## config.mk

```make
export PLATFORM = sky130hd
export DESIGN_NAME = tbs_merge
export DESIGN_NICKNAME = d
export VERILOG_FILES = /design/src/terrain_border_selector_top_assert.svh /design/src/tbs_pkg.sv /design/src/tbs_merge.sv
export SDC_FILE = /design/constraint.sdc
export NUM_CORES = 1
export LEC_CHECK = 0
export ABC_AREA = 1
export BUFFER_PORTS_ARGS = -buffer_cell sky130_fd_sc_hd__buf_2
export CAP_MARGIN = 20
export CORE_ASPECT_RATIO = 1.75
export CORE_MARGIN = 8
export CORE_UTILIZATION = 33
export DETAILED_ROUTE_END_ITERATION = 8
export SYNTH_ARGS = -nofsm -noshare
export SYNTH_HDL_FRONTEND = slang
export SYNTH_SLANG_ARGS = --single-unit
```

## constraint.sdc

```tcl
create_clock -name vclk -period 2.7
set_input_delay 0 -clock vclk [all_inputs]
set_output_delay 0 -clock vclk [all_outputs]
set_load 0.05 [all_outputs]
```

## src/terrain_border_selector_top_assert.svh

```systemverilog
// Assertion macros for the terrain border selector.
`ifndef TERRAIN_BORDER_SELECTOR_TOP_ASSERT_SVH
`define TERRAIN_BORDER_SELECTOR_TOP_ASSERT_SVH

// same-cycle implication, checked out of reset
`define TBS_ASSERT_IMP(label, ante, cons) \
    label: assert property (@(posedge clk) disable iff (!rst_n) (ante) |-> (cons)) \
        else $error("same-cycle check failed");

// next-cycle implication, checked out of reset
`define TBS_ASSERT_NEXT(label, ante, cons) \
    label: assert property (@(posedge clk) disable iff (!rst_n) (ante) |=> (cons)) \
        else $error("next-cycle check failed");

`endif

```

## src/tbs_pkg.sv

```systemverilog
// Shared types and constants of the terrain border selector.
package tbs_pkg;

    localparam int TERRAIN_W = 5;
    localparam int BORDER_W  = 4;
    localparam int SHAPE_W   = 4;
    localparam int MASK_W    = 16;
    localparam int NUM_LANES = 8;

    localparam logic [TERRAIN_W-1:0] ENTRY_NONE = 5'h1F;

    typedef enum logic {
        OP_WRITE    = 1'b0,
        OP_CLASSIFY = 1'b1
    } op_t;

    typedef enum logic {
        REG_LOADED_MASK = 1'b0,
        REG_STYLE1_MASK = 1'b1
    } reg_idx_t;

    // lane order: top, bottom, left, right, top left, top right, bottom left, bottom right
    localparam int L_TOP = 0;
    localparam int L_BOT = 1;
    localparam int L_LFT = 2;
    localparam int L_RGT = 3;
    localparam int L_TL  = 4;
    localparam int L_TR  = 5;
    localparam int L_BL  = 6;
    localparam int L_BR  = 7;

    localparam logic [SHAPE_W-1:0] SHAPE_NONE      = 4'd0;
    localparam logic [SHAPE_W-1:0] SHAPE_TOP_LEFT  = 4'd1;
    localparam logic [SHAPE_W-1:0] SHAPE_TOP_RIGHT = 4'd2;
    localparam logic [SHAPE_W-1:0] SHAPE_BOT_LEFT  = 4'd3;
    localparam logic [SHAPE_W-1:0] SHAPE_BOT_RIGHT = 4'd4;
    localparam logic [SHAPE_W-1:0] SHAPE_DIAG_TL   = 4'd5;
    localparam logic [SHAPE_W-1:0] SHAPE_DIAG_TR   = 4'd6;
    localparam logic [SHAPE_W-1:0] SHAPE_DIAG_BL   = 4'd7;
    localparam logic [SHAPE_W-1:0] SHAPE_DIAG_BR   = 4'd8;
    localparam logic [SHAPE_W-1:0] SHAPE_TOP       = 4'd9;
    localparam logic [SHAPE_W-1:0] SHAPE_BOT       = 4'd10;
    localparam logic [SHAPE_W-1:0] SHAPE_LEFT      = 4'd11;
    localparam logic [SHAPE_W-1:0] SHAPE_RIGHT     = 4'd12;

    typedef struct packed {
        logic                hit;
        logic                none;
        logic [BORDER_W-1:0] value;
    } lane_res_t;

endpackage

```

## src/tbs_merge.sv

```systemverilog
// Merge stage: first counting lane picks the border, lanes vote the shape.
module tbs_merge
    import tbs_pkg::*;
(
    input  lane_res_t [NUM_LANES-1:0] lanes,
    input  lane_res_t                 center_res,
    input  logic [MASK_W-1:0]         style1_mask,
    output logic [BORDER_W-1:0]       border_index,
    output logic [SHAPE_W-1:0]        shape_code
);

    logic                 found;
    logic [BORDER_W-1:0]  border;
    logic [NUM_LANES-1:0] m;
    lane_res_t            b;
    logic [SHAPE_W-1:0]   shape;
    logic                 matched;

    always_comb
    begin
        found  = 1'b0;
        border = '0;
        for (int i = 0; i < NUM_LANES; i++)
        begin
            if (!found && lanes[i].hit)
            begin
                found  = 1'b1;
                border = lanes[i].value;
            end
        end

        for (int i = 0; i < NUM_LANES; i++)
        begin
            b    = lanes[i].hit ? lanes[i] : center_res;
            m[i] = !b.none && (b.value == border);
        end

        matched = 1'b1;
        shape   = SHAPE_NONE;
        if (style1_mask[border])
        begin
            shape = {m[L_RGT], m[L_LFT], m[L_BOT], m[L_TOP]};
        end
        else if (m[L_TOP] && m[L_LFT]) shape = SHAPE_TOP_LEFT;
        else if (m[L_TOP] && m[L_RGT]) shape = SHAPE_TOP_RIGHT;
        else if (m[L_BOT] && m[L_LFT]) shape = SHAPE_BOT_LEFT;
        else if (m[L_BOT] && m[L_RGT]) shape = SHAPE_BOT_RIGHT;
        else if (m[L_TOP])             shape = SHAPE_TOP;
        else if (m[L_BOT])             shape = SHAPE_BOT;
        else if (m[L_LFT])             shape = SHAPE_LEFT;
        else if (m[L_RGT])             shape = SHAPE_RIGHT;
        else if (m[L_TL])              shape = SHAPE_DIAG_TL;
        else if (m[L_TR])              shape = SHAPE_DIAG_TR;
        else if (m[L_BL])              shape = SHAPE_DIAG_BL;
        else if (m[L_BR])              shape = SHAPE_DIAG_BR;
        else                           matched = 1'b0;

        if (found && matched)
        begin
            border_index = border;
            shape_code   = shape;
        end
        else
        begin
            border_index = '0;
            shape_code   = SHAPE_NONE;
        end
    end

endmodule

```

After elaboration in Yosys (flattened, before gate mapping)
Cells that the tools add are included.
- logic and storage cells: 98
- flip-flop bits (word level): 0
- output and inout bits: 8
- input port bits: 70
- order comparisons: 1
- equal/unequal tests: 8
- reduce and logical (&&, ||, !) cells: 35
- muxes and demuxes: 54
- operator list (cell ; number):
    2-to-1 mux 4 bit ; 23
    2-to-1 mux 5 bit ; 8
    equality test 4 bit ; 8
    2-to-1 mux 1 bit ; 22
    logical AND 1 bit ; 20
    logical NOT 1 bit ; 15
    less-than comparator 4 x 5 -> 1 bit (second input constant) ; 1
    binary-select mux 1 bit (select 4 bit) ; 1

Longest topological paths before layout
- word-level depth: 39
- gate-level depth with buffers: 24
- mapped depth without buffers: 22

Worst setup path after synthesis
OpenSTA, ideal clock, no wires.
- kind: input to output
- start point: in lanes[5] in the netlist's numbering
- end point: out shape_code[3]
- cell stages on the path: 19
- data required time: 2.700 ns
- data arrival time: 2.458 ns
- slack: 0.242 ns
- buffers on the path: 3
- cells stage by stage: buf_6 nor2_4 nand4_4 nor2_4 nand3_2 or2_0 buf_6 nand2_4 buf_8 nand2_1 nand2_1 nand3_2 nor2_4 nor2_1 nand2_1 nor2_1 nand2_2 nand2_4 nor2_1
- cells in the longest elaborated chain, start to end: 39
- elaborated cells between the ends (all ways): 82
- classes of those cells: eq/ne (8); mux (46); reduce/logical (28)
- RTL lines (element ; RTL line ; RTL):
    from (decl) ; tbs_merge.sv:5 ; input lane_res_t [NUM_LANES-1:0] lanes,
    2-to-1 mux 1 bit ; tbs_merge.sv:25 ; if (!found && lanes[i].hit)
    logical NOT 1 bit ; tbs_merge.sv:25 ;
    logical AND 1 bit ; tbs_merge.sv:25 ;
    2-to-1 mux 1 bit ; tbs_merge.sv:25 ;
    logical NOT 1 bit ; tbs_merge.sv:25 ;
    logical AND 1 bit ; tbs_merge.sv:25 ;
    2-to-1 mux 1 bit ; tbs_merge.sv:25 ;
    logical NOT 1 bit ; tbs_merge.sv:25 ;
    [23 not listed] ; n/a ;
    2-to-1 mux 1 bit ; tbs_merge.sv:48 ; else if (m[L_TOP]) shape = SHAPE_TOP;
    2-to-1 mux 1 bit ; tbs_merge.sv:47 ; else if (m[L_BOT] && m[L_RGT]) shape = SHAPE_BOT_RIGHT;
    2-to-1 mux 1 bit ; tbs_merge.sv:46 ; else if (m[L_BOT] && m[L_LFT]) shape = SHAPE_BOT_LEFT;
    2-to-1 mux 1 bit ; tbs_merge.sv:45 ; else if (m[L_TOP] && m[L_RGT]) shape = SHAPE_TOP_RIGHT;
    2-to-1 mux 1 bit ; tbs_merge.sv:44 ; else if (m[L_TOP] && m[L_LFT]) shape = SHAPE_TOP_LEFT;
    2-to-1 mux 1 bit ; tbs_merge.sv:40 ; if (style1_mask[border])
    logical AND 1 bit ; tbs_merge.sv:58 ; if (found && matched)
    2-to-1 mux 4 bit * ; tbs_merge.sv:58 ;
    to (decl) ; tbs_merge.sv:9 ; output logic [SHAPE_W-1:0] shape_code
Mark *: on every way between the ends. The rest lies on a longest branch, timed or not. The select of a mux whose other input is x is not followed.

Worst setup path after layout
- start point: in lanes[5] in the netlist's numbering
- end point: out shape_code[1]
The elaborated chain is that of the path after synthesis.

==> results_dict.tcl <==
set metrics [dict create \
    yosysWarnings 0 \
    cp_top_family "simple AND/OR/NAND/NOR gates" \
    grt_pass1_wl_mm 12.7 \
    slew_headroom_pct 74.6 \
    syn_nets 502 \
    seq_cell_count 0 \
    synthTopCellsByArea "nand2_1, inv_1, nand3_1" \
    hp-class "in2out" \
    drtIter0Drc 104 \
    io_pins 78 \
    crit_fanout 12 \
    hold_buffers 0 \
    coreArea_sq_um 6180 \
    crit_top_cell "nand2_1" \
    synth_area_leader_cell "nand2_1" \
    row_count 38 \
    status "complete, no violations" \
    gp_congestion 0.910 \
    cp_slowest_cell "or2_4" \
    die_height_um 122 \
    max_clock_freq_mhz 408 \
    path_depth 18 \
    setup_viol 0 \
    synth-seq-area-share_pct 0 \
    place_area_sq_um 2600 \
    seq_area_sq_um 0 \
    start_util_pct 34.1 \
    max-cap-violations 0 \
    worstSetupEndpointType "output pin" \
    peakVddDrop_uv 71.3 \
    antenna_found_initial 0 \
    final_core_util_pct 42.6 \
    grt_max_degree 13 \
    netlist_instances 432 \
    power_density_nw_per_um2 240 \
    syn_area_sq_um 2110 \
    via_count 2786 \
    track_usage_pct 15.9 \
    worstMarginPinSlew_ns 0.378 \
    synth_cell_types 31 \
    drive_above_1_share_pct 24.4 \
    start_kind "primary input" \
    via_per_inst 4.73 \
    max_stage_delay_ns 0.25 \
    synthToLayoutAreaGrowth_pct 24.9 \
    drc_errors 0 \
    drv_slew 0 \
    nFillCells 722 \
    critPathKind "in2out" \
    nets 581 \
    wl_per_cell_um 12.8 \
    antenna_left 0 \
    drt-pass1-iter-count 4 \
    clockBufferCount 0 \
    synth_common_cells "nand2_1, inv_1, nand3_1, o21ai_0, nor2_1" \
    critical_path.startpoint "lanes[5]" \
    stdcell_area_sq_um 2630 \
    hpwl_mm 6.59 \
    diodes 0 \
    finalHoldViolCount 0 \
    synth_most_common_cell "nand2_1" \
    cp_data_required_time_ns 2.70 \
    period_needed_ns 2.45 \
    worst_ep_arrival_time_ns 2.45 \
    synth_top_area_share_pct 28.0 \
    routed_wl_mm 7.54 \
    portBuffers 77 \
    dieArea_sq_um 9300 \
    power_leakage_nw 1.58 \
    worstPathCellList "buf_2 > nor2_4 > nand4_4 > nor2_4 > nand2_2 > or2_4 > nand2_4 > nand2_4 > nand2_1 > nand3_1 > nand2b_1 > nor2_4 > nand2_1 > and2_4 > nand2_1 > nand2_1 > a21oi_2 > buf_4" \
    syn_area_per_cell_sq_um 4.88 \
    path_buf_inv 2 \
    min_period_over_period_pct 90.7 \
    grt_pass1_vias 2922 \
    crit_end "shape_code[1]" \
    die_width_um 76.4 \
    grt-ovfl-total 0 \
]
-- layer usage --
layer / vias up / global-route usage (%) / part of all wire, %
met4: 0 / 4.24 / 2.4
li1: 1512 / - / -
met1: 1174 / 15.5 / 38
met3: 17 / 1.70 / 4.6
met2: 83 / 33.7 / 55
met5: - / 0 / 0
-- metrics by stage --
step / power [W] / instances / TNS [ns] / hold slack, ns / setup slack (ns)
floorplan: 0.000451 / 432 / 0 / 0.430 / 0.242
CTS: 0.000622 / 588 / 0 / 0.741 / 0.152
detailed placement: 0.000620 / 588 / 0 / 0.740 / 0.154
global route: 0.000710 / 589 / -0.00150 / 0.766 / -0.00145
global placement: 0.000615 / 588 / 0 / 0.745 / 0.154
finish: 0.000633 / 589 / 0 / 0.720 / 0.250
-- cells in the final DEF, fill, tap and decap left out, types with 2 or more instances in the layout --
cell type / n
nand2_1: 157
buf_2: 70
inv_1: 69
nand3_1: 44
o21ai_0: 34
nor2_1: 27
buf_4: 19
nand3b_1: 15
nand4_1: 12
nand2_2: 8
mux2i_1: 7
a21oi_1: 6
nor2_4: 5
or2_0: 5
nand2_4: 5
xor2_1: 4
clkbuf_4: 4
nor2_2: 2
nand3_2: 2
nand2b_1: 2
inv_2: 2
a21oi_2: 2
-- area by class of cell --
class,instances,area (sq um),area share (%)
tap,80,100,3.80
timing repair buffer,93,523,19.9
inverter,71,267,10.1
multi-input combinational,345,1740,66.2
-- timing repair --
item                                    CTS  global route
setup buffers                             0             1
endpoints found under the setup margin    0             8
resized for setup                         0            13
-- worst min path at each step --
stage	startpoint	end	slack (ns)	cells past startpoint
final	lanes[10]	shape_code[1]	0.72	9
after global routing	lanes[10]	shape_code[1]	0.77	9
after CTS	lanes[10]	shape_code[1]	0.74	9
after detailed placement	lanes[10]	shape_code[1]	0.74	9
after global placement	lanes[10]	shape_code[1]	0.74	9
after floorplan	lanes[41]	shape_code[1]	0.43	4
-- where the power goes --
group / switching, W / internal, W
registers: 0 / 0
logic: 0.000414 / 0.000219
clock network: 0 / 0
-- kinds of logic after synthesis --
| group | after synthesis | synth area share, % |
|---|---|---|
| AND/OR/NAND/NOR | 291 | 66.5 |
| buffers and inverters | 87 | 17.8 |
| AO/OA/AOI/OAI | 42 | 10.3 |
| multiplexers | 7 | 3.32 |
| XOR/XNOR | 5 | 2.08 |
Note: power is estimated with default switching activity, not from simulation.
