`src/terrain_border_selector_top_assert.svh`:
```
// Assertion macros for the terrain border selector.
`ifndef TERRAIN_BORDER_SELECTOR_TOP_ASSERT_SVH
`define TERRAIN_BORDER_SELECTOR_TOP_ASSERT_SVH

// same-cycle implication, checked out of reset
`define TBS_ASSERT_IMP(label, ante, cons) \
    label: assert property (@(posedge clk) disable iff (!rst_n) (ante) |-> (cons)) \
        else $error("same-cycle check failed");

// next-cycle implication, checked out of reset
`define TBS_ASSERT_NEXT(label, ante, cons) \
    label: assert property (@(posedge clk) disable iff (!rst_n) (ante) |=> (cons)) \
        else $error("next-cycle check failed");

`endif

```
`src/tbs_ram.sv`:
```
// Generic single-write, single-read RAM with registered read data.
module tbs_ram #(
    parameter int WIDTH = 5,
    parameter int DEPTH = 32
) (
    input  logic                     clk,
    input  logic                     we,
    input  logic [$clog2(DEPTH)-1:0] waddr,
    input  logic [WIDTH-1:0]         wdata,
    input  logic                     re,
    input  logic [$clog2(DEPTH)-1:0] raddr,
    output logic [WIDTH-1:0]         rdata
);

    logic [WIDTH-1:0] mem [DEPTH];
    logic [WIDTH-1:0] rdata_reg;

    always_ff @(posedge clk)
    begin
        if (we)
        begin
            mem[waddr] <= wdata;
        end
        if (re)
        begin
            rdata_reg <= mem[raddr];
        end
    end

    assign rdata = rdata_reg;

endmodule

```
`config.mk`:
```
export PLATFORM = sky130hd
export DESIGN_NAME = tbs_ram
export DESIGN_NICKNAME = d
export VERILOG_FILES = /design/src/terrain_border_selector_top_assert.svh /design/src/tbs_ram.sv
export SDC_FILE = /design/constraint.sdc
export NUM_CORES = 1
export LEC_CHECK = 0
export CORE_MARGIN = 10
export CORE_UTILIZATION = 25
export DETAILED_ROUTE_END_ITERATION = 16
export DONT_BUFFER_PORTS = 1
export PLACE_DENSITY_LB_ADDON = 0.15
export SYNTH_ARGS = -nofsm -noshare
export SYNTH_HDL_FRONTEND = slang
export SYNTH_SLANG_ARGS = --single-unit
```
`constraint.sdc`:
```
create_clock -name clk -period 2.1 [get_ports clk]
set_input_delay 0.105 -clock clk [delete_from_list [all_inputs] [get_ports clk]]
set_output_delay 0.105 -clock clk [all_outputs]
set_load 0.05 [all_outputs]
```
* Word-level counts from Yosys, hierarchy flattened
Memory sizes are Yosys's and may differ from the RTL's. A register that Yosys moved wholly into a read port is not among the register bits.
Index checks and enable logic that the tools add are counted.
** Storage, ports and cells
- Register bits :: 0
- RAM bits :: 160
- Output and inout port bits :: 5
- Memories :: 1
** Cells by class
- Muxes and demuxes :: 2
** Memory list
- mem :: words 32, bits a word 5, rd ports 1, clocked after Yosys merged registers in 1, write ports 1, RTL line tbs_ram.sv:15 : logic [WIDTH-1:0] mem [DEPTH];
** Operators by type and width (count)
- $mux W1 :: 2

* Depth between registers and ports, before layout
Gate-level depths: netlist of the first run.
- Word-level depth :: 2
- Depth in mapped cells :: 5

* Least setup slack after synthesis of the first run
OpenSTA, ideal clock, no wires.
- Kind :: in2reg
- Start point :: in raddr[0]
- End point :: reg rdata_reg[0] (netlist: rdata[0]) (read register of mem), data pin
- Library setup time :: 260 ps
- Arrival time :: 1743 ps
- Required time :: 1840 ps
- Setup slack :: 97 ps
- Cell stages on the path :: 5
- Cells stage by stage :: clkbuf_1 -> buf_2 -> mux4_2 -> mux4_2 -> mux2_2
** RTL lines
- start, declared :: RTL line tbs_ram.sv:11 : input logic [$clog2(DEPTH)-1:0] raddr,
- end, declared :: RTL line tbs_ram.sv:16 : logic [WIDTH-1:0] rdata_reg;

==> results of run 1 <==
critical path, delay by kind of cell (launching register included):
| family | cells | cell delay (ns) |
|---|---|---|
| DFF | 1 | 0.39 |
| muxes | 3 | 1.30 |
worst max-delay path by stage:
stage                         startpoint  cells after the start            endpoint
detailed placement  mem[28][1]$_DFFE_PP_                      3  rdata[1]$_DFFE_PP_
global route        mem[26][1]$_DFFE_PP_                      3  rdata[1]$_DFFE_PP_
CTS                 mem[26][1]$_DFFE_PP_                      3  rdata[1]$_DFFE_PP_
floorplan                       raddr[0]                      5  rdata[0]$_DFFE_PP_
global placement    mem[29][1]$_DFFE_PP_                      3  rdata[1]$_DFFE_PP_
finish              mem[26][1]$_DFFE_PP_                      3  rdata[1]$_DFFE_PP_
where the power goes:
| part | leakage [nW] | internal, mW | switching [mW] | total [mW] |
|---|---|---|---|---|
| clock network | 0.259 | 1.73 | 1.21 | 2.94 |
| registers | 1.49 | 3.68 | 0.0482 | 3.72 |
| logic | 0.508 | 0.160 | 0.137 | 0.297 |
| total | 2.26 | 5.56 | 1.39 | 6.96 |
repair_timing:
| action | CTS | global route |
|---|---|---|
| endpoints found under the hold margin | 170 | 0 |
| hold buffers | 12 | 0 |
| resized for setup | 0 | 0 |
| endpoints found under the setup margin | 0 | 0 |
layer usage:
| metal | wire, um | part of all wire |
|---|---|---|
| met1 | 6770 | 0.47 |
| met4 | 209 | 0.014 |
| met5 | 0 | 0 |
| met2 | 6740 | 0.47 |
| met3 | 729 | 0.050 |
placed cells by master, fill, tap and decap left out:
master | netlist | routed
sky130_fd_sc_hd__clkbuf_16 | 0 | 17
sky130_fd_sc_hd__or3_1 | 1 | 1
sky130_fd_sc_hd__dlygate4sd3_1 | 0 | 7
sky130_fd_sc_hd__bufinv_16 | 0 | 2
sky130_fd_sc_hd__mux2_2 | 5 | 5
sky130_fd_sc_hd__or3b_2 | 3 | 3
sky130_fd_sc_hd__buf_4 | 0 | 8
sky130_fd_sc_hd__buf_12 | 0 | 5
sky130_fd_sc_hd__clkbuf_1 | 7 | 3
sky130_fd_sc_hd__nand3_1 | 2 | 2
sky130_fd_sc_hd__clkinvlp_4 | 0 | 3
sky130_fd_sc_hd__clkinv_2 | 0 | 3
sky130_fd_sc_hd__nand2_1 | 1 | 1
sky130_fd_sc_hd__clkinv_4 | 0 | 1
sky130_fd_sc_hd__mux4_2 | 50 | 50
sky130_fd_sc_hd__nor2_1 | 33 | 33
sky130_fd_sc_hd__edfxtp_1 | 165 | 165
sky130_fd_sc_hd__nand3b_1 | 5 | 5
sky130_fd_sc_hd__clkinv_1 | 0 | 1
kinds of logic after synthesis:
group,share of synthesized area
buffers and inverters,0.00783
and+or+nand+nor,0.0325
muxes,0.185
DFF,0.775
cell type report:
type	instances	area (sq um)	area share
Multi-Input combinational cell	100	1390	0.184
Clock buffer	20	437	0.0580
Timing Repair Buffer	20	230	0.0306
Sequential cell	165	4950	0.658
Tap cell	330	413	0.0548
Clock inverter	10	110	0.0146
==> impl_metrics.ini, run 1 <==
[clocking]
clkLatencyLatePin_ns = 0.42
clock_sinks = 165
buffer_cell_driving_the_clock_tree_root = sky130_fd_sc_hd__clkbuf_16
cts_inserted_buffers = 17
clk_path_buf_depth = 2
htree_num_levels = 4
cts_post_setup_buffers_inserted = 0
clkTransAtPathRegs_ns = 0.06
tritoncts = yes

[placed_design]
place.detailed.instances = 603
placedInstanceArea_sq_um = 6820
globalplace.congestion = 0.679
hpwl_um = 9030
dpl_worst_slack_ns = 0.160
number_of_buffers_inserted_by_port_buffering = 0

[final_layout]
final_util = 0.299
diodes = 0
filler_cell_count = 2406
final_instance_count_excl_fillers = 645
final_area_sq_um = 7530
area_growth_syn_to_layout_pct = 17.8
post_route_cells_drive_above_1_share = 0.308
largest_register_ff_count = 160
finalNetCount = 322

[grt]
grt_first_pass_wirelength_um = 21100
global_route.peak_usage_layer = met2
fraction_of_met3_tracks_used_by_global_routing = 0.0259
global_route.usage.met2 = 0.134
gr-usage-all-layers = 0.0905
number_of_antenna_violations_at_the_first_check_in_global_routing = 0
maximum_number_of_pins_on_one_net_before_global_route_repair = 41
via_count_of_the_first_global_routing_pass = 2897
met1_usage = 0.123
grt_remaining_overflow = 0

[timing]
final.setup.tns_ns = 0
fmax_ghz = 0.515
min_period_ns = 1.94
headroom_to_the_max_slew_limit = 0.580
tightestPinTransition_ns = 0.627
post_route_setup_slack_ns = 0.157
period_share = 0.925
final.setup_skew_ns = 0.0102
report.final.setup_viol = 0
grt_setup_unrepaired = false
final_hold_viol_count = 0
hold-worst-slack_ns = 0.0864
slew_viol_final = 0

[logic_synthesis]
yosys_register_bits = 165
synth_edf_count = 165
ys_top_cells_by_area = sky130_fd_sc_hd__edfxtp_1 (77%), sky130_fd_sc_hd__mux4_2 (18%), sky130_fd_sc_hd__nor2_1 (1.9%)
synth_largest_area_cell = sky130_fd_sc_hd__edfxtp_1
synthDominantCellAreaShare = 0.775
synthTopCellsByCount = sky130_fd_sc_hd__edfxtp_1 (165), sky130_fd_sc_hd__mux4_2 (50), sky130_fd_sc_hd__nor2_1 (33), sky130_fd_sc_hd__clkbuf_1 (7)
synth_most_common_cell = sky130_fd_sc_hd__edfxtp_1
syn_area_sq_um = 6390
async_reset_ff_frac = 0
postSynthAreaPerCell_sq_um = 23.1
synth_flop_cell = sky130_fd_sc_hd__edfxtp_1
ys_warn_count = 0
syn_nets = 295
yosys_cell_types = 12
synthesis.instances = 277
synth_sequential_area_ratio = 0.775

[detailed_routing]
drt-pass1-iter-count = 5
routed_wl_um = 14400
remaining_drc_errors = 0
route.detailed.vias_per_inst = 4.36
dr.first_iter.drc_count = 191
wire_per_inst_um = 22.4
drt.antenna.violating_nets = 0
dr_total_vias = 2814

[floorplan]
dieHeight_um = 180
pin_count = 23
placeableCoreArea_sq_um = 25200
initial_utilization = 0.254
die_area_sq_um = 32400
rows = 58
die-width_um = 180

[critical_path]
timing.rr.end = rdata[1]$_DFFE_PP_
critPathMaxFanout = 1
worstReg2RegStart = mem[26][1]$_DFFE_PP_
crit_path_start_kind = flip-flop
cpPeakStageDelay_ns = 0.50
required_time_of_the_critical_path_ns = 2.27
critPathKind = reg2reg
arrival_ns = 2.11
crit_path_frequent_cell = sky130_fd_sc_hd__mux4_2
regToRegSetupSlack_ns = 0.16
critPathSlowestCell = sky130_fd_sc_hd__mux4_2
series_of_cell_instances_along_the_critical_path = mux4_2, mux4_2, mux2_2
crit_path_end_kind = flip-flop
reg2reg_depth = 3

[worst_hold_path]
holdCritStartpoint = raddr[4]
hold_crit_depth = 2
worstHoldEndpoint = rdata[3]$_DFFE_PP_
hold_path_class = in2reg

[power]
p_total_mw = 6.96
p_leak_nw = 2.26
ir_drop_mv = 0.511
power-per-cell-area_nw_per_um2 = 923

[flow_run]
number_of_violations_of_the_max_capacitance_limit = 0

[status]
run_status = finished, final reports clean
Note: power is estimated with default switching activity, not from simulation.
==> run 2: changes to the inputs <==
Settings changed: CTS_BUF_LIST set to sky130_fd_sc_hd__clkbuf_2 sky130_fd_sc_hd__clkbuf_4 sky130_fd_sc_hd__clkbuf_8, PLACE_DENSITY set to 0.47, PLACE_DENSITY_LB_ADDON 0.15 to not set.
==> impl_metrics.ini, run 2 (synthesis results as in run 1) <==
[critical_path]
critPathMaxFanout = 1
crit_path_end_kind = flip-flop
arrival_ns = 2.14
series_of_cell_instances_along_the_critical_path = mux4_2, mux4_2, mux2_2
critPathKind = reg2reg
cpPeakStageDelay_ns = 0.52
required_time_of_the_critical_path_ns = 2.30
critPathSlowestCell = sky130_fd_sc_hd__mux4_2
crit_path_frequent_cell = sky130_fd_sc_hd__mux4_2
crit_path_start_kind = flip-flop

[final_layout]
filler_cell_count = 2438
area_growth_syn_to_layout_pct = 12.5
final_cell_mix = sky130_fd_sc_hd__edfxtp_1 (165), sky130_fd_sc_hd__mux4_2 (50), sky130_fd_sc_hd__nor2_1 (33), sky130_fd_sc_hd__clkbuf_8 (17), sky130_fd_sc_hd__dlygate4sd3_1 (7)
final_area_sq_um = 7190
largest_register_ff_count = 160
post_route_cells_drive_above_1_share = 0.281
final_common_cell = sky130_fd_sc_hd__edfxtp_1
finalNetCount = 311

[floorplan]
die_area_sq_um = 32400
die-width_um = 180
pin_count = 23
placeableCoreArea_sq_um = 25200
rows = 58
dieHeight_um = 180
initial_utilization = 0.254

[grt]
global_route.peak_usage_layer = met2
grt_remaining_overflow = 0
global_route.usage.met2 = 0.129
grt_first_pass_wirelength_um = 20600
gr-usage-all-layers = 0.0855
met1_usage = 0.113
fraction_of_met3_tracks_used_by_global_routing = 0.0285
maximum_number_of_pins_on_one_net_before_global_route_repair = 41
number_of_antenna_violations_at_the_first_check_in_global_routing = 1
via_count_of_the_first_global_routing_pass = 2962

[power]
sw_frac_of_total = 0.202
p_leak_nw = 2.10
clock_power_share = 0.329
power-per-cell-area_nw_per_um2 = 828
p_sw_mw = 1.20
comb_power_share = 0.046
seq_power_share = 0.626
intPower_mw = 4.75
ir_drop_mv = 0.459

[clocking]
clock_sinks = 165
tritoncts = yes
cts_post_setup_buffers_inserted = 0
cts_inserted_buffers = 17
clkLatencyLatePin_ns = 0.44
clkTransAtPathRegs_ns = 0.08
htree_num_levels = 4
clk_path_buf_depth = 2
buffer_cell_driving_the_clock_tree_root = sky130_fd_sc_hd__clkbuf_8

[timing]
final.setup_skew_ns = 0.00709
slew_viol_final = 0
min_period_ns = 1.94
headroom_to_the_max_slew_limit = 0.251
period_share = 0.924
final.setup.tns_ns = 0
fmax_ghz = 0.515
tightestPinTransition_ns = 1.12
grt_setup_unrepaired = false
final_hold_viol_count = 0
report.final.setup_viol = 0

[detailed_routing]
dr_total_vias = 2764
drt.antenna.violating_nets = 0
routed_wl_um = 13400
wire_per_inst_um = 21.1
drt-pass1-iter-count = 4
route.detailed.vias_per_inst = 4.36
dr.first_iter.drc_count = 243
remaining_drc_errors = 0

[placed_design]
placedInstanceArea_sq_um = 6760
hpwl_um = 8690
number_of_buffers_inserted_by_port_buffering = 0
globalplace.congestion = 0.731

[worst_hold_path]
hold_path_class = in2reg

[flow_run]
number_of_violations_of_the_max_capacitance_limit = 0

[status]
run_status = finished, final reports clean
run 2: path summary, 6_finish.rpt:
kind,startpoint,end,slack (ns),cells past startpoint
hold reg to reg,mem[28][0]$_DFFE_PP_,rdata[0]$_DFFE_PP_,0.99,3
setup reg to reg,mem[7][0]$_DFFE_PP_,rdata[0]$_DFFE_PP_,0.16,3
setup / recovery,mem[7][0]$_DFFE_PP_,rdata[0]$_DFFE_PP_,0.16,3
hold / removal,raddr[4],rdata[4]$_DFFE_PP_,0.06,2
run 2: timing repair:
| item | CTS | global route |
|---|---|---|
| endpoints found under the hold margin | 170 | 0 |
| hold buffers | 9 | 0 |
| resized for setup | 0 | 0 |
run 2: metrics by stage:
step,setup WS (ns),cells,utilization,hold slack (ns),power [mW]
after floorplan,0.0968,277,-,0.204,3.98
after global placement,0.182,595,0.268,0.207,4.00
after detailed placement,0.158,595,0.268,0.207,4.01
after CTS,0.150,633,0.286,0.0195,6.02
after global routing,0.125,634,0.286,0.0197,6.18
final,0.159,634,0.286,0.0556,5.95
run 2: power groups by stage:
stage	clock (mW)	combinational, mW	sequential [mW]
global placement	0	0.204	3.80
finish	1.96	0.271	3.73
global route	2.16	0.291	3.73
floorplan	0	0.196	3.79
detailed placement	0	0.204	3.80
CTS	2.01	0.278	3.73
run 2: worst max-delay path, delay by kind of cell, from the launching register on:
kind / cells / cell delay [ns]
mux: 3 / 1.32
flops: 1 / 0.37
run 2: final cells by class:
| cell class | count | area, sq um | share of cell area |
|---|---|---|---|
| Antenna cell | 1 | 2.50 | 0.000348 |
| Clock buffer | 20 | 256 | 0.0357 |
| Multi-Input combinational cell | 100 | 1390 | 0.193 |
| Sequential cell | 165 | 4950 | 0.689 |
| Timing Repair Buffer | 9 | 110 | 0.0153 |
| Tap cell | 330 | 413 | 0.0574 |
| Clock inverter | 9 | 65.1 | 0.00905 |
run 2: layer usage:
| layer | vias to the layer above | wire length, um |
|---|---|---|
| li1 | 1195 | - |
| met1 | 1486 | 6090 |
| met2 | 74 | 6340 |
| met3 | 9 | 853 |
| met4 | 0 | 125 |
| met5 | - | 0 |
