<file path="config.mk">
export PLATFORM = sky130hd
export DESIGN_NAME = tbs_lane
export DESIGN_NICKNAME = d
export VERILOG_FILES = /design/src/terrain_border_selector_top_assert.svh /design/src/tbs_pkg.sv /design/src/tbs_lane.sv
export SDC_FILE = /design/constraint.sdc
export NUM_CORES = 1
export LEC_CHECK = 0
export BUFFER_PORTS_ARGS = -buffer_cell sky130_fd_sc_hd__buf_2
export CAP_MARGIN = 20
export CORE_AREA = 2 2 74 76
export DETAILED_ROUTE_END_ITERATION = 6
export DIE_AREA = 0 0 76 78
export PLACE_DENSITY_LB_ADDON = 0.12
export SYNTH_ARGS = -nofsm -noshare
export SYNTH_HDL_FRONTEND = slang
export SYNTH_SLANG_ARGS = --single-unit
</file>
<file path="constraint.sdc">
create_clock -name vclk -period 4.9
set_input_delay 0.98 -clock vclk [all_inputs]
set_output_delay 0.98 -clock vclk [all_outputs]
set_load 0.01 [all_outputs]
</file>
<file path="src/terrain_border_selector_top_assert.svh">
// Assertion macros for the terrain border selector.
`ifndef TERRAIN_BORDER_SELECTOR_TOP_ASSERT_SVH
`define TERRAIN_BORDER_SELECTOR_TOP_ASSERT_SVH

// same-cycle implication, checked out of reset
`define TBS_ASSERT_IMP(label, ante, cons) \
    label: assert property (@(posedge clk) disable iff (!rst_n) (ante) |-> (cons)) \
        else $error("same-cycle check failed");

// next-cycle implication, checked out of reset
`define TBS_ASSERT_NEXT(label, ante, cons) \
    label: assert property (@(posedge clk) disable iff (!rst_n) (ante) |=> (cons)) \
        else $error("next-cycle check failed");

`endif

</file>
<file path="src/tbs_pkg.sv">
// Shared types and constants of the terrain border selector.
package tbs_pkg;

    localparam int TERRAIN_W = 5;
    localparam int BORDER_W  = 4;
    localparam int SHAPE_W   = 4;
    localparam int MASK_W    = 16;
    localparam int NUM_LANES = 8;

    localparam logic [TERRAIN_W-1:0] ENTRY_NONE = 5'h1F;

    typedef enum logic {
        OP_WRITE    = 1'b0,
        OP_CLASSIFY = 1'b1
    } op_t;

    typedef enum logic {
        REG_LOADED_MASK = 1'b0,
        REG_STYLE1_MASK = 1'b1
    } reg_idx_t;

    // lane order: top, bottom, left, right, top left, top right, bottom left, bottom right
    localparam int L_TOP = 0;
    localparam int L_BOT = 1;
    localparam int L_LFT = 2;
    localparam int L_RGT = 3;
    localparam int L_TL  = 4;
    localparam int L_TR  = 5;
    localparam int L_BL  = 6;
    localparam int L_BR  = 7;

    localparam logic [SHAPE_W-1:0] SHAPE_NONE      = 4'd0;
    localparam logic [SHAPE_W-1:0] SHAPE_TOP_LEFT  = 4'd1;
    localparam logic [SHAPE_W-1:0] SHAPE_TOP_RIGHT = 4'd2;
    localparam logic [SHAPE_W-1:0] SHAPE_BOT_LEFT  = 4'd3;
    localparam logic [SHAPE_W-1:0] SHAPE_BOT_RIGHT = 4'd4;
    localparam logic [SHAPE_W-1:0] SHAPE_DIAG_TL   = 4'd5;
    localparam logic [SHAPE_W-1:0] SHAPE_DIAG_TR   = 4'd6;
    localparam logic [SHAPE_W-1:0] SHAPE_DIAG_BL   = 4'd7;
    localparam logic [SHAPE_W-1:0] SHAPE_DIAG_BR   = 4'd8;
    localparam logic [SHAPE_W-1:0] SHAPE_TOP       = 4'd9;
    localparam logic [SHAPE_W-1:0] SHAPE_BOT       = 4'd10;
    localparam logic [SHAPE_W-1:0] SHAPE_LEFT      = 4'd11;
    localparam logic [SHAPE_W-1:0] SHAPE_RIGHT     = 4'd12;

    typedef struct packed {
        logic                hit;
        logic                none;
        logic [BORDER_W-1:0] value;
    } lane_res_t;

endpackage

</file>
<file path="src/tbs_lane.sv">
// One neighbor lane: pair entry lookup and counting test.
module tbs_lane
    import tbs_pkg::*;
#(
    parameter int TERRAIN_COUNT = 32
) (
    input  logic [TERRAIN_COUNT-1:0][TERRAIN_W-1:0] row,
    input  logic [TERRAIN_W-1:0]                    center,
    input  logic [TERRAIN_W-1:0]                    neighbor,
    input  logic                                    center_ok,
    input  logic [MASK_W-1:0]                       loaded_mask,
    output lane_res_t                               res
);

    localparam int AW = $clog2(TERRAIN_COUNT);

    logic [6:0]           nbr_ext;
    logic                 col_ok;
    logic [TERRAIN_W-1:0] entry;
    logic                 none;

    always_comb
    begin
        nbr_ext   = {2'b00, neighbor};
        col_ok    = nbr_ext < 7'(TERRAIN_COUNT);
        entry     = row[nbr_ext[AW-1:0]];
        none      = !(center_ok && col_ok) || entry[TERRAIN_W-1];
        res.none  = none;
        res.value = entry[BORDER_W-1:0];
        res.hit   = (neighbor != center) && !none && loaded_mask[entry[BORDER_W-1:0]];
    end

endmodule

</file>
After elaboration in Yosys (flattened, before gate mapping). Cells that the tools add are included.

Mux-type cells: 4. Order comparisons: 2. Reductions and logical operators: 5. Eq/ne operators: 1.

Operators with widths (count): binary-select mux 5 bit (select 5 bit) (1); less-than comparator 5 x 6 -> 1 bit, second input constant (1); less-than comparator 4 x 5 -> 1 bit, second input constant (1); two-way mux 5 bit (1); inequality test 5 bit (1); binary-select mux 1 bit (select 4 bit) (1); logical AND 1 bit (2); zero test 1 bit (2); logical OR 1 bit (1); two-way mux 1 bit (1).

Register bits: 0. Input port bits: 187. Logic and storage cells: 12.

Longest topological paths before layout. Gate-level depths: netlist of the first run.

Word-level depth: 6. Gate-level depth with buffers: 11.

Least setup slack after synthesis of the first run. Ideal clock, no wire load.

Path kind: input -> output. Start point: input port neighbor[0]. End point: output port res[5] in the netlist's numbering. Slack: 0.517 ns. Cell stages on the path: 9. Data required time: 3.920 ns. Data arrival time: 3.403 ns. Cells stage by stage: buf_2 > buf_6 > buf_6 > buf_6 > mux4_2 > mux4_2 > mux2_2 > nand3b_1 > a21boi_1.

RTL lines: from (decl) (RTL line tbs_lane.sv:9) `input logic [TERRAIN_W-1:0] neighbor,`; to (decl) (RTL line tbs_lane.sv:12) `output lane_res_t res`.

==> results of run 1 <==
-- report_power, final --
part | switching, mW | leakage, nW | internal (mW)
logic | 0.0855 | 1.25 | 0.153
clock network | 0 | 0 | 0
registers | 0 | 0 | 0
total | 0.0855 | 1.25 | 0.153
-- cell type report --
cell class                 count  area (µm²)  area share, %
timing repair buffer         199        1010           39.9
inverter                       1        3.75          0.148
multi-input combinational     85        1430           56.5
tap                           70        87.6           3.46
-- metal layers --
layer  global-route usage (%)  vias to the layer above  part of all wire (%)
met4                     1.27                        0                  0.65
met3                     2.44                        4                   7.1
met5                        0                        -                     0
li1                         -                      840                     -
met2                     36.1                       92                    56
met1                     21.6                      847                    36
-- worst max-delay path, delay by kind of cell --
kind,cells,cell delay [ps]
AOI/OAI and AO/OA,2,290
muxes,3,1370
buffers and inverters,2,590
and+or+nand+nor,2,280
-- cell usage in the layout (no fill, tap or decap) --
master    netlist  layout
a21boi_1        1       1
a22oi_1         4       4
a31oi_1         1       1
and2_0          1       1
buf_2           1     193
buf_4           1       6
inv_1           1       1
mux2_2          4       4
mux2i_1         9       9
mux2i_4         1       1
mux4_1          6       6
mux4_2         43      43
nand2_1         2       2
nand3_1         1       1
nand3b_1        1       1
nor2_1          1       1
nor2b_1         2       2
nor3_1          1       1
o211ai_1        1       1
o21ai_0         1       1
xnor2_1         2       2
xor2_1          3       3
-- path summary, 6_finish.rpt --
kind              endpoint  slack [ps]  cells past startpoint
hold / removal      res[4]        2270                      3
setup / recovery    res[5]         400                      9
-- per-stage QoR --
step | setup WS [ps] | instance area (µm²) | hold slack, ps | utilization, %
6_report | 395 | 2530 | 2270 | 50.2
5_1_grt | 199 | 2530 | 2310 | 50.2
4_1_cts | 358 | 2530 | 2280 | 50.2
3_5_place_dp | 360 | 2530 | 2280 | 50.2
3_3_place_gp | 363 | 2530 | 2280 | 50.2
2_1_floorplan | 517 | 1520 | 2160 | -
-- cells in the mapped netlist --
cell type / count
mux4_2: 43
clkbuf_1: 4
mux2i_1: 9
mux4_1: 6
nor2b_1: 2
buf_2: 1
buf_4: 1
nor2_1: 1
o211ai_1: 1
buf_1: 3
mux2_2: 4
inv_1: 1
a31oi_1: 1
buf_6: 4
xor2_1: 3
nand3b_1: 1
mux2i_4: 1
nor3_1: 1
xnor2_1: 2
nand3_1: 1
a22oi_1: 4
nand2_1: 2
a21boi_1: 1
and2_0: 1
o21ai_0: 1
-- kinds of logic (layout without fill, tap and decap cells) --
group	Yosys count	count (layout)	share of synthesized area (%)
AO/OA/AOI/OAI	8	8	3.71
XOR/XNOR	5	5	2.88
buffers and inverters	14	200	5.77
multiplexers	63	63	84.5
AND/OR/NAND/NOR	9	9	3.13
==> flow_summary_export.csv, run 1 <==
group,metric,value,unit
placement,dp_hpwl,5190,µm
setup_path,path_class,"input port to output pin",
yosys,synth_area,1520,µm²
clocking,postCtsSetupBuffers,0,
timing,tns,0,ps
layout,ff_latch_area,0,µm²
die,core_region_area,5040,µm²
detailed_routing,post_drt_wl_per_cell,16.1,µm
layout,diodes,0,
setup_path,cp-end-kind,"output pin",
timing,post-route-period-util,91.9,%
placement,dp_cells,355,
layout,drive_gt1_share,86.7,%
timing,final.min_clock_period,4500,ps
detailed_routing,ant_nets,0,
detailed_routing,via_count,1783,
die,boundaryPins,193,
detailed_routing,wirelength,5730,µm
yosys,syn_avg_cell_area,15.3,µm²
setup_path,cp_slowest_cell,"mux4_2",
yosys,synth_nets,286,
pwr,peakVddDrop,0.0000425,V
pwr,power_leakage,1.25,nW
setup_path,crit_path_start_kind,"input port",
status,status,"complete, no violations",
yosys,synth_warnings,0,
layout,fillCellCount,487,
layout,clkbuf_count,0,
placement,gp_congestion,0.747,
run,maxCapViolations,0,
layout,seq_cell_count,0,
placement,port_buffers,193,
timing,finalSetupViolCount,0,
timing,slew_viol_final,0,
setup_path,critPathLaunch,"neighbor[0]",
hold_path,hp-start,"center_ok",
layout,finalNonFillerCells,355,
layout,fin_nets,474,
setup_path,crit_arrival,3520,ps
yosys,synth_area_leaders,"mux4_2, mux4_1, mux2i_1",
global_route,track_usage,18.1,%
pwr,p_per_area,94.3,nW/µm²
clocking,cts_resized,0,
yosys,yosysUniqueCellTypes,25,
setup_path,required,3920,ps
global_route,gr-total-overflow,0,
timing,grt_setup_unrepaired,"false",
timing,relSlewSlack,62.8,%
die,die_area,5930,µm²
layout,syn2layout_area_growth,66.8,%
yosys,synth_top_area_cell,"mux4_2",
global_route,grt_pass1_vias,1849,
setup_path,cp_cell_sequence,"buf_2 -> mux4_2 -> mux4_2 -> mux2_2 -> and2_0 -> a22oi_1 -> nand3_1 -> a21boi_1 -> buf_2",
die,rows,26,
detailed_routing,drtIter0Drc,32,
pwr,p_total,0.239,mW
global_route,grt_pass1_wl,8720,µm
clocking,postCtsHoldBufs,0,
global_route,antenna_found_initial,0,
yosys,seq_area_frac_synth,0,%
die,initial_core_util,30.1,%
detailed_routing,dr.pass1.iters,4,
yosys,netlist_instances,99,
detailed_routing,drc,0,
die,fp.dieH,78,µm
timing,hold_viol_final,0,
detailed_routing,vias_per_cell,5.02,
timing,clock.fmax,0.222,GHz
global_route,grt_max_degree,20,
setup_path,critPathMaxFanout,19,
setup_path,critical_path.max_stage_delay,570,ps
timing,tightestPinTransition,558,ps
die,die_w,76,µm
yosys,synth_top_area_share,63.8,%
hold_path,hp-class,"input port to output pin",
No activity file was read; power rests on OpenSTA's default activity.
==> run 2, diff against run 1 <==
--- a/config.mk
+++ b/config.mk
@@ -7,9 +7,9 @@
 export LEC_CHECK = 0
 export BUFFER_PORTS_ARGS = -buffer_cell sky130_fd_sc_hd__buf_2
 export CAP_MARGIN = 20
-export CORE_AREA = 2 2 74 76
+export CORE_AREA = 2 2 76 78
 export DETAILED_ROUTE_END_ITERATION = 6
-export DIE_AREA = 0 0 76 78
+export DIE_AREA = 0 0 78 80
 export PLACE_DENSITY_LB_ADDON = 0.12
 export SYNTH_ARGS = -nofsm -noshare
 export SYNTH_HDL_FRONTEND = slang
==> constraint.sdc (replaced) <==
create_clock -name vclk -period 5.5
set_input_delay 1.1 -clock vclk [all_inputs]
set_output_delay 1.1 -clock vclk [all_outputs]
set_load 0.01 [all_outputs]
==> run 2 against run 1 <==
Net effect: non-clock buffer count is 1 lower; cell count is 0.28% higher; sequential share of layout area stayed put; utilization is 3.5 points lower; combinational power is 12% lower; wire length is 0.19% lower; flip-flop and latch count stayed put; via count is 0.95% lower; critical path depth stayed put; largest cell class unchanged.
==> flow_summary_export.csv, run 2 (synthesis gave the netlist of run 1 again) <==
group,metric,value,unit
status,status,"complete, no violations",
die,die_w,78,µm
die,boundaryPins,193,
layout,seq_cell_count,0,
layout,clkbuf_count,0,
global_route,grt_max_degree,19,
placement,dp_hpwl,5250,µm
pwr,power_leakage,1.25,nW
timing,tns,0,ps
setup_path,crit_arrival,3630,ps
timing,final.min_clock_period,4730,ps
timing,grt_setup_unrepaired,"false",
die,fp.dieH,80,µm
global_route,grt_pass1_wl,8910,µm
layout,utilization,46.8,%
global_route,antenna_found_initial,0,
detailed_routing,via_count,1766,
clocking,cts_resized,0,
timing,post-route-period-util,86.1,%
timing,finalSetupViolCount,0,
detailed_routing,drtIter0Drc,44,
die,rows,27,
hold_path,hp-class,"input port to output pin",
die,core_region_area,5410,µm²
detailed_routing,ant_nets,0,
placement,gp_congestion,0.743,
global_route,track_usage,17.6,%
timing,clock.fmax,0.211,GHz
setup_path,cp_slowest_cell,"mux4_2",
layout,fillCellCount,549,
setup_path,cp_cell_sequence,"buf_2 -> mux4_2 -> mux4_2 -> mux2_2 -> and2_0 -> a22oi_1 -> nand3_1 -> a21boi_1 -> buf_2",
global_route,grt_pass1_vias,1889,
layout,stdcell_area,2530,µm²
setup_path,critical_path.max_stage_delay,560,ps
layout,fin_nets,473,
detailed_routing,post_drt_wl_per_cell,16.1,µm
detailed_routing,vias_per_cell,4.96,
die,die_area,6240,µm²
run,maxCapViolations,0,
pwr,p_per_area,83.6,nW/µm²
layout,diodes,0,
timing,tightestPinTransition,531,ps
timing,slew_viol_final,0,
layout,ff_latch_area,0,µm²
setup_path,critPathMaxFanout,18,
setup_path,required,4400,ps
layout,layout_commonest_cell,"buf_2",
detailed_routing,drc,0,
placement,port_buffers,193,
die,initial_core_util,28.1,%
clocking,postCtsSetupBuffers,0,
setup_path,crit_buf_inv,2,
setup_path,path_class,"input port to output pin",
setup_path,cp-end-kind,"output pin",
timing,hold_viol_final,0,
layout,final_cell_mix,"buf_2, mux4_2, mux2i_1",
placement,place_area,2530,µm²
setup_path,crit_path_start_kind,"input port",
detailed_routing,wirelength,5710,µm
timing,relSlewSlack,64.6,%
layout,syn2layout_area_growth,66.5,%
pwr,peakVddDrop,0.0000379,V
global_route,gr-total-overflow,0,
layout,drive_gt1_share,86.6,%
setup_path,path_delay_family,"multiplexers",
clocking,postCtsHoldBufs,0,
detailed_routing,dr.pass1.iters,4,
-- run 2: path summary, 6_finish.rpt --
check	cells after the start	start	end
min	3	center_ok	res[4]
max	9	neighbor[0]	res[5]
-- run 2: routing by layer --
layer | GRT usage (%) | routed length, µm
met1 | 21.4 | 1980
met2 | 35.2 | 3330
met3 | 2.15 | 404
met4 | 0 | 0
met5 | 0 | 0
-- run 2: stage by stage --
step,hold slack (ps),power [mW],setup WS [ps],cells
6_report,2510,0.211,766,356
5_1_grt,2540,0.232,543,356
4_1_cts,2520,0.215,698,356
3_5_place_dp,2520,0.215,702,356
3_3_place_gp,2520,0.213,748,356
2_1_floorplan,2400,0.131,877,99
-- run 2: final cells by class --
type	count	area, µm²	area share [%]
timing repair buffer	198	1000	39.7
multi-input combinational	85	1430	56.6
tap	72	90.1	3.56
inverter	1	3.75	0.148
-- run 2: where the power goes --
| group | leakage (nW) | switching [mW] | internal [mW] |
|---|---|---|---|
| clock network | 0 | 0 | 0 |
| registers | 0 | 0 | 0 |
| logic | 1.25 | 0.0751 | 0.136 |
==> run 3, diff against run 2 <==
--- a/config.mk
+++ b/config.mk
@@ -5,6 +5,7 @@
 export SDC_FILE = /design/constraint.sdc
 export NUM_CORES = 1
 export LEC_CHECK = 0
+export ABC_AREA = 1
 export BUFFER_PORTS_ARGS = -buffer_cell sky130_fd_sc_hd__buf_2
 export CAP_MARGIN = 20
 export CORE_AREA = 2 2 76 78
==> run 3 against run 2 <==
Net effect: worst setup slack better by 420 ps; wire length rose by 39%; critical path depth increased by 4; largest cell class unchanged; global-route usage rose by 5.5 points; critical path type unchanged; sequential share of layout area stayed put; synthesized cell count grew to 3.8 times the previous value; combinational power up 3%.
==> flow_summary_export.csv, run 3 <==
group,metric,value,unit
setup_path,critPathLaunch,"neighbor[0]",
yosys,seq_area_frac_synth,0,%
status,status,"complete, no violations",
yosys,synth-adder-area-share,0,%
timing,hold_viol_final,0,
yosys,ys_top_cells_by_count,"nand2_1, nand3_1, nor2_1",
global_route,grt_pass1_wl,12300,µm
placement,dp_hpwl,5940,µm
die,rows,27,
yosys,netlist_instances,374,
run,maxCapViolations,0,
timing,worst_slack,1180,ps
setup_path,cp_cell_sequence,"buf_2 -> buf_4 -> o21ai_0 -> o221ai_1 -> nand3_1 -> nand2_1 -> nand2_1 -> nand2_2 -> nand3_1 -> nand2_1 -> nor2_1 -> nor2_1 -> buf_2",
yosys,synth.area.mux_share,0,%
global_route,grt_max_degree,81,
timing,holdWs,2500,ps
detailed_routing,drc,0,
detailed_routing,vias_per_cell,5.19,
setup_path,crit_path_start_kind,"input port",
timing,final.min_clock_period,4320,ps
layout,utilization,49.8,%
yosys,synth_area_leaders,"nand3_1, nand2_1, o21ai_0",
timing,clock.fmax,0.232,GHz
setup_path,cp-end-kind,"output pin",
pwr,p_per_area,80.5,nW/µm²
timing,relSlewSlack,54.4,%
layout,stdcell_area,2690,µm²
pwr,power_leakage,1.47,nW
timing,tns,0,ps
timing,slew_viol_final,0,
clocking,postCtsHoldBufs,0,
detailed_routing,post_drt_wl_per_cell,13.0,µm
layout,fillCellCount,609,
global_route,gr-total-overflow,0,
yosys,synth_compound_area_share,25.8,%
yosys,synth.most_common_cell,"nand2_1",
detailed_routing,wirelength,7920,µm
die,fp.dieH,80,µm
placement,place_area,2690,µm²
yosys,synth_top_family_by_area,"simple AND/OR/NAND/NOR gates",
placement,place_ws,1170,ps
placement,gp_congestion,0.867,
global_route,track_usage,23.1,%
timing,post-route-period-util,78.5,%
setup_path,cpMostUsedCell,"nand2_1",
die,die_area,6240,µm²
layout,drive_gt1_share,38.1,%
setup_path,path_delay_family,"buffers and inverters",
yosys,synth_top_area_cell,"nand3_1",
layout,final_cell_mix,"buf_2, nand2_1, nand3_1",
timing,finalSetupViolCount,0,
yosys,yosysUniqueCellTypes,22,
layout,clkbuf_count,0,
yosys,synth_nets,561,
setup_path,cp.depth,13,
yosys,synth_top_area_share,21.9,%
detailed_routing,ant_nets,0,
clocking,postCtsSetupBuffers,0,
die,die_w,78,µm
global_route,grt_pass1_vias,2838,
yosys,synth_xor_area_share,0.474,%
setup_path,critPathMaxFanout,60,
placement,port_buffers,193,
pwr,peakVddDrop,0.0000484,V
hold_path,hp-class,"input port to output pin",
die,boundaryPins,193,
setup_path,crit_arrival,3220,ps
yosys,syn_avg_cell_area,4.94,µm²
timing,grt_setup_unrepaired,"false",
yosys,synth-simple-area-share,59.2,%
setup_path,critical_path.max_stage_delay,510,ps
layout,syn2layout_area_growth,45.6,%
setup_path,crit_buf_inv,3,
yosys,synth_warnings,0,
layout,layout_commonest_cell,"buf_2",
detailed_routing,drtIter0Drc,128,
setup_path,cp-endpoint,"res[5]",
die,core_region_area,5410,µm²
global_route,antenna_found_initial,0,
detailed_routing,dr.pass1.iters,4,
die,initial_core_util,34.2,%
setup_path,cp_slowest_cell,"buf_4",
layout,ff_latch_area,0,µm²
detailed_routing,via_count,3156,
clocking,cts_resized,0,
yosys,synth_area,1850,µm²
timing,tightestPinTransition,683,ps
layout,seq_cell_count,0,
layout,fin_nets,725,
setup_path,required,4400,ps
layout,diodes,0,
setup_path,path_class,"input port to output pin",
==> run 3: cell types whose count changed after synthesis, moves of 6 or more <==
| cell | before | now |
|---|---|---|
| buf_2 | 1 | 12 |
| nand3_1 | 1 | 81 |
| nor2_1 | 1 | 57 |
| mux4_2 | 43 | 0 |
| buf_4 | 1 | 8 |
| mux4_1 | 6 | 0 |
| nand2_1 | 2 | 106 |
| o221ai_1 | 0 | 17 |
| mux2i_1 | 9 | 0 |
| o21ai_0 | 1 | 50 |
==> run 3: final cells by class <==
type	instances	area (µm²)	share of cell area, %
tap	72	90.1	3.35
timing repair buffer	195	981	36.5
multi-input combinational	332	1580	58.7
inverter	9	38.8	1.44
==> run 3: metal layers <==
layer	routed length [µm]	track usage [%]	vias to the layer above
met4	109	2.98	0
met5	0	0	-
met3	651	1.58	10
met2	4110	46.6	155
li1	-	-	1614
met1	3050	27.0	1377
==> run 3: power by group <==
group / switching [mW] / internal [mW] / total [mW]
Combinational: 0.118 / 0.0990 / 0.217
Clock: 0 / 0 / 0
Sequential: 0 / 0 / 0
Total: 0.118 / 0.0990 / 0.217
==> run 3: per-stage QoR <==
stage,total power [mW],std cells
2_1_floorplan,0.133,374
3_3_place_gp,0.215,608
3_5_place_dp,0.216,608
4_1_cts,0.217,608
5_1_grt,0.246,608
6_report,0.217,608
==> run 3: cell families (layout without fill, tap and decap cells) <==
logic type,count (synthesis),after routing
AOI/OAI and AO/OA,79,79
xor gates and xnor gates,1,1
buffers and inverters,42,204
and+or+nand+nor,252,252
==> run 3: worst min-delay path by stage <==
| stage | start | end | slack (ps) | depth (start not counted) |
|---|---|---|---|---|
| floorplan | center_ok | res[4] | 2390 | 2 |
| global placement | center_ok | res[4] | 2510 | 3 |
| detailed placement | center_ok | res[4] | 2510 | 3 |
| CTS | center_ok | res[4] | 2510 | 3 |
| global route | center_ok | res[4] | 2550 | 3 |
| finish | center_ok | res[4] | 2500 | 3 |
